--- config.mk ---
export PLATFORM = sky130hd
export DESIGN_NAME = psu_color
export DESIGN_NICKNAME = d
export VERILOG_FILES = /design/src/rtl/psu_pkg.sv /design/src/rtl/psu_color.sv
export SDC_FILE = /design/constraint.sdc
export NUM_CORES = 2
export LEC_CHECK = 0
export BUFFER_PORTS_ARGS = -buffer_cell sky130_fd_sc_hd__buf_2
export CORE_MARGIN = 4
export CORE_UTILIZATION = 44
export CTS_CLUSTER_SIZE = 12
export DETAILED_ROUTE_END_ITERATION = 10
export GPL_ROUTABILITY_DRIVEN = 1
export PLACE_DENSITY = 0.56
export SYNTH_ARGS = -nofsm -noshare
export SYNTH_HDL_FRONTEND = slang
export SYNTH_SLANG_ARGS = --single-unit
--- constraint.sdc ---
create_clock -name aclk -period 9.15 [get_ports aclk]
set_input_delay 1.83 -clock aclk [delete_from_list [all_inputs] [get_ports aclk]]
set_output_delay 1.83 -clock aclk [all_outputs]
set_load 0.02 [all_outputs]
--- src/rtl/psu_pkg.sv ---
// Shared types, register indexes and ROM builder functions for the Phong shading unit.
// No dependencies; every other file imports this package.
`timescale 1ns / 1ps

package psu_pkg;

    localparam int unsigned POW_TABLE_ADDR_BITS_DEF = 8;
    localparam int unsigned CFG_INDEX_W = 3;
    localparam int unsigned CFG_DATA_W  = 16;

    localparam logic [CFG_INDEX_W-1:0] CFG_DIFFUSE_RED    = 3'd0;
    localparam logic [CFG_INDEX_W-1:0] CFG_DIFFUSE_GREEN  = 3'd1;
    localparam logic [CFG_INDEX_W-1:0] CFG_DIFFUSE_BLUE   = 3'd2;
    localparam logic [CFG_INDEX_W-1:0] CFG_SPECULAR_RED   = 3'd3;
    localparam logic [CFG_INDEX_W-1:0] CFG_SPECULAR_GREEN = 3'd4;
    localparam logic [CFG_INDEX_W-1:0] CFG_SPECULAR_BLUE  = 3'd5;
    localparam logic [CFG_INDEX_W-1:0] CFG_SHININESS      = 3'd6;

    localparam logic [15:0] COLOR_RESET     = 16'hFFFF;
    localparam logic [15:0] SHININESS_RESET = 16'h0100;
    localparam logic [16:0] FACTOR_ONE      = 17'h10000;

    typedef struct packed {
        logic signed [15:0] view_x;
        logic signed [15:0] view_y;
        logic signed [15:0] view_z;
        logic signed [15:0] light_x;
        logic signed [15:0] light_y;
        logic signed [15:0] light_z;
        logic signed [15:0] norm_x;
        logic signed [15:0] norm_y;
        logic signed [15:0] norm_z;
    } psu_in_t;

    typedef struct packed {
        logic [16:0] out_red;
        logic [16:0] out_green;
        logic [16:0] out_blue;
    } psu_out_t;

    // diffuse and specular base factors, Q1.16 saturated to 1.0
    typedef struct packed {
        logic [16:0] fd;
        logic [16:0] b;
    } psu_fac_t;

    typedef struct packed {
        logic [15:0] diff_r;
        logic [15:0] diff_g;
        logic [15:0] diff_b;
        logic [15:0] spec_r;
        logic [15:0] spec_g;
        logic [15:0] spec_b;
    } psu_color_cfg_t;

    // 24-bit fractional log2 of x in Q1.30 by repeated squaring
    function automatic logic [23:0] psu_log2_frac24(logic [63:0] x_in);
        logic [63:0] x;
        logic [23:0] r;
        x = x_in;
        r = '0;
        for (int k = 0; k < 24; k++) begin
            x = (x * x) >> 30;
            r = {r[22:0], 1'b0};
            if (x >= 64'h8000_0000) begin
                r[0] = 1'b1;
                x = x >> 1;
            end
        end
        return r;
    endfunction

    function automatic logic [15:0] psu_log_rom(int unsigned idx, int unsigned abits);
        logic [63:0] x;
        logic [23:0] lg;
        x = (64'd1 << 30) + (64'(idx) << (30 - abits));
        lg = psu_log2_frac24(x);
        return lg[23:8];
    endfunction

    // smallest mantissa whose log2 reaches the table point
    function automatic logic [16:0] psu_exp_rom(int unsigned idx, int unsigned abits);
        logic [63:0] target;
        int unsigned lo;
        int unsigned hi;
        int unsigned mid;
        if (idx == 0) begin
            return FACTOR_ONE;
        end
        target = 64'((64'd1 << abits) - 64'(idx)) << (24 - abits);
        lo = 32768;
        hi = 65536;
        while (lo < hi) begin
            mid = (lo + hi) >> 1;
            if (64'(psu_log2_frac24(64'(mid) << 15)) >= target) begin
                hi = mid;
            end else begin
                lo = mid + 1;
            end
        end
        return 17'(lo);
    endfunction

endpackage

--- src/rtl/psu_color.sv ---
// Color stage: weights the material colors by the two factors, two stages.
// The second stage is the output register; depends on psu_pkg.
`timescale 1ns / 1ps

module psu_color import psu_pkg::*; (
    input  logic           aclk,
    input  logic           aresetn,
    input  logic           en,
    input  logic           in_valid,
    input  logic [16:0]    in_fd,
    input  logic [16:0]    in_fs,
    input  psu_color_cfg_t cfg,
    output logic           out_valid,
    output psu_out_t       out_data
);

    logic [15:0] cd [3];
    logic [15:0] cs [3];

    assign cd[0] = cfg.diff_r;
    assign cd[1] = cfg.diff_g;
    assign cd[2] = cfg.diff_b;
    assign cs[0] = cfg.spec_r;
    assign cs[1] = cfg.spec_g;
    assign cs[2] = cfg.spec_b;

    logic [1:0]  vld_reg;
    logic [32:0] pd1_reg [3];
    logic [32:0] ps1_reg [3];
    logic [16:0] ch2_reg [3];
    logic [33:0] acc_next [3];

    always_comb begin
        for (int k = 0; k < 3; k++) begin
            acc_next[k] = 34'(pd1_reg[k]) + 34'(ps1_reg[k]);
        end
    end

    always_ff @(posedge aclk) begin
        if (!aresetn) begin
            vld_reg <= '0;
        end else if (en) begin
            vld_reg <= {vld_reg[0], in_valid};
        end
    end

    always_ff @(posedge aclk) begin
        if (en) begin
            for (int k = 0; k < 3; k++) begin
                pd1_reg[k] <= 33'(cd[k]) * 33'(in_fd);
                ps1_reg[k] <= 33'(cs[k]) * 33'(in_fs);
                ch2_reg[k] <= acc_next[k][32:16];
            end
        end
    end

    assign out_valid          = vld_reg[1];
    assign out_data.out_red   = ch2_reg[0];
    assign out_data.out_green = ch2_reg[1];
    assign out_data.out_blue  = ch2_reg[2];

endmodule

==> impl_metrics.yaml <==
floorplan:
  die_w_um: 389
  die_h_um: 389
  initial_utilization_pct: 44.4
  rows: 139
  die_area_sq_mm: 0.151
  num_io_pins: 186
  core-area_sq_mm: 0.144
synthesis:
  synth_area_leaders: "fa_1 39%, ha_1 14%, edfxtp_1 12%, inv_1 8.3%, and2_1 7.7%"
  ys_types: 82
  yosysMostFrequentCell: "inv_1"
  synth.yosys.seq_area_share_pct: 11.8
  synth-edff-count: 249
  ys_ff_latch: 251
  syn_area_per_cell_sq_um: 9.44
  synth_ff_type: "edfxtp_1"
  synthTopCellsByCount: "1419 x inv_1, 1248 x fa_1, 939 x nand2_1"
  synth_fp_nets: 8873
  post-synth-top-area-fraction_pct: 39.1
  synthArstFlopShare_pct: 0
  synth_area_sq_mm: 0.0639
  syn_inst: 6768
  yosysWarnings: 0
  yosysTopAreaCell: "fa_1"
sta:
  maxClockFrequency_mhz: 126
  rsz0062_at_grt: "false"
  fin_tns_setup_ns: 0
  slew_violations: 0
  min_period_ns: 7.94
  fin_crit_sh_pct: 86.8
  maxSlewHeadroom_pct: 20.1
  finalClockSkew_ns: 0.0283
  tightest_slew_ns: 1.20
  setup_viol: 0
  fin_worst_hold_slack_ns: 0.520
  hold_viol_final: 0
cts:
  cts_resized: 0
  cts_tree: "yes"
  htreeDepth: 1
  clock_latency_ns: 0.59
  clk_path_buf_depth: 3
  hold_buffers: 0
  cts_buffers: 28
  clock-sinks: 251
  clk_pin_slew_ns: 0.06
  postCtsSetupBuffers: 0
  cts_root_buf: "clkbuf_16"
global_routing:
  grt_pass1_wl_um: 271000
  overflow: 0
  grt_max_degree: 138
  antenna_found_initial: 17
  grt_usage_pct: 22.4
  grt_pass1_vias: 49800
setup_path:
  crit_arrival_ns: 8.26
  path_max_fanout: 48
  required_ns: 9.46
  crit_path_start_kind: "input port"
  r2r_cells: 10
  critPathKind: "in2reg"
  endpoint_kind: "register"
route:
  avgRoutedWirePerCell_um: 18.8
  initialDrtViolationCount: 2039
  wl_um: 164000
  first_pass_iters: 5
  drcViolationCount: 0
  final_antenna_net_count: 0
  vias: 44900
  via_per_inst: 5.16
layout:
  layout-drive-gt1-share_pct: 4.83
  nNetsFinal: 8880
  area_growth_pct: 5.86
  fill_cells: 14000
hold_path:
  hold_depth: 2
  hold_class: "reg2reg"
flow_run:
  drv_cap: 0
outcome:
  status: "complete, no violations"
place:
  gp_congestion: 0.834
  hpwlAfterDp_um: 132000
  numPortBuffers: 185
==> logic make-up (layout without fill, tap and decap cells) <==
family,Yosys count,count (layout),synth area share (%)
AND/OR/NAND/NOR,2039,2039,15.8
adder cells (fa/ha/maj),1971,1971,53.3
buffers and inverters,1700,1726,9.99
AO/OA/AOI/OAI,586,586,6.13
flip-flops,251,251,11.8
XOR/XNOR,216,216,2.96
multiplexers,5,5,0.0803
other,0,10,0
==> metrics by stage <==
stage               std cells  setup slack [ns]  util, %  cell area (sq um)
floorplan                6768              1.22        -              63900
global placement         8648             0.707     46.4              66800
detailed placement       8648             0.654     46.4              66800
CTS                      8697              1.26     47.0              67600
global route             8698             0.853     47.0              67600
finish                   8707              1.21     47.0              67600
==> worst paths after layout <==
check                                         startpoint                        to  slack, ns
worst max-delay path                            in_fd[5]  pd1_reg[0][32]$_DFFE_PP_       1.21
worst min-delay path             vld_reg[1]$_SDFFE_PN0P_   vld_reg[1]$_SDFFE_PN0P_       0.52
worst max register to register  pd1_reg[0][75]$_DFFE_PP_  ch2_reg[0][49]$_DFFE_PP_       5.87
worst min register to register   vld_reg[1]$_SDFFE_PN0P_   vld_reg[1]$_SDFFE_PN0P_       0.52
==> layout by cell type, fill, tap and decap left out, types with 10 or more instances in the layout <==
cell type     n
o31ai_1      10
clkbuf_16    28
edfxtp_1    249
a21o_1      127
a21oi_1     178
inv_1      1419
a211oi_1     16
buf_4        66
fa_1       1248
o21a_1       24
nor2b_1      30
nor3_1       33
nor2_1      106
o21bai_1     35
nand2b_1     20
and3_1       30
a31oi_1      17
and2_1      786
nand3_1      37
o21ai_0      75
xor2_1       69
nand2_1     939
ha_1        723
xnor2_1     147
diode_2      10
nand4_1      17
buf_2       184
==> worst max-delay path, cell delays in order <==
cell and delay [ns]:
buf_2 0.88, nand2_1 0.16, fa_1 0.53, inv_1 0.05
fa_1 0.51, inv_1 0.06, fa_1 0.53, inv_1 0.05
fa_1 0.45, fa_1 0.50, inv_1 0.05, fa_1 0.47
inv_1 0.04, ha_1 0.33, and3_1 0.20, and3_1 0.20
a22oi_1 0.17, a21bo_2 0.27, a31oi_1 0.18, a31o_2 0.22
nor2_1 0.06, o41ai_1 0.37, xnor2_1 0.12
==> layout make-up <==
type                       count  area [sq um]  area share [%]
tap                         1903          2380            3.52
clock buffer                  38           748            1.11
timing repair buffer         258          1570            2.32
sequential                   251          7520            11.1
antenna                       10          25.0          0.0370
multi-input combinational   4817         50000            73.9
inverter                    1419          5330            7.87
clock inverter                11          77.6           0.115
==> routing by layer <==
metal  track usage (%)  routed length (um)  part of all wire [%]  vias up
li1                  -                   -                     -    20700
met4              3.67                2720                   1.7        2
met1              29.3               70100                    43    23200
met3              2.62                7330                   4.5      177
met2              40.4               83500                    51      882
met5                 0                   7                0.0043        -
Power is not shown: default switching activity piles up to over one toggle a cycle in this logic, so the estimate is an artifact.
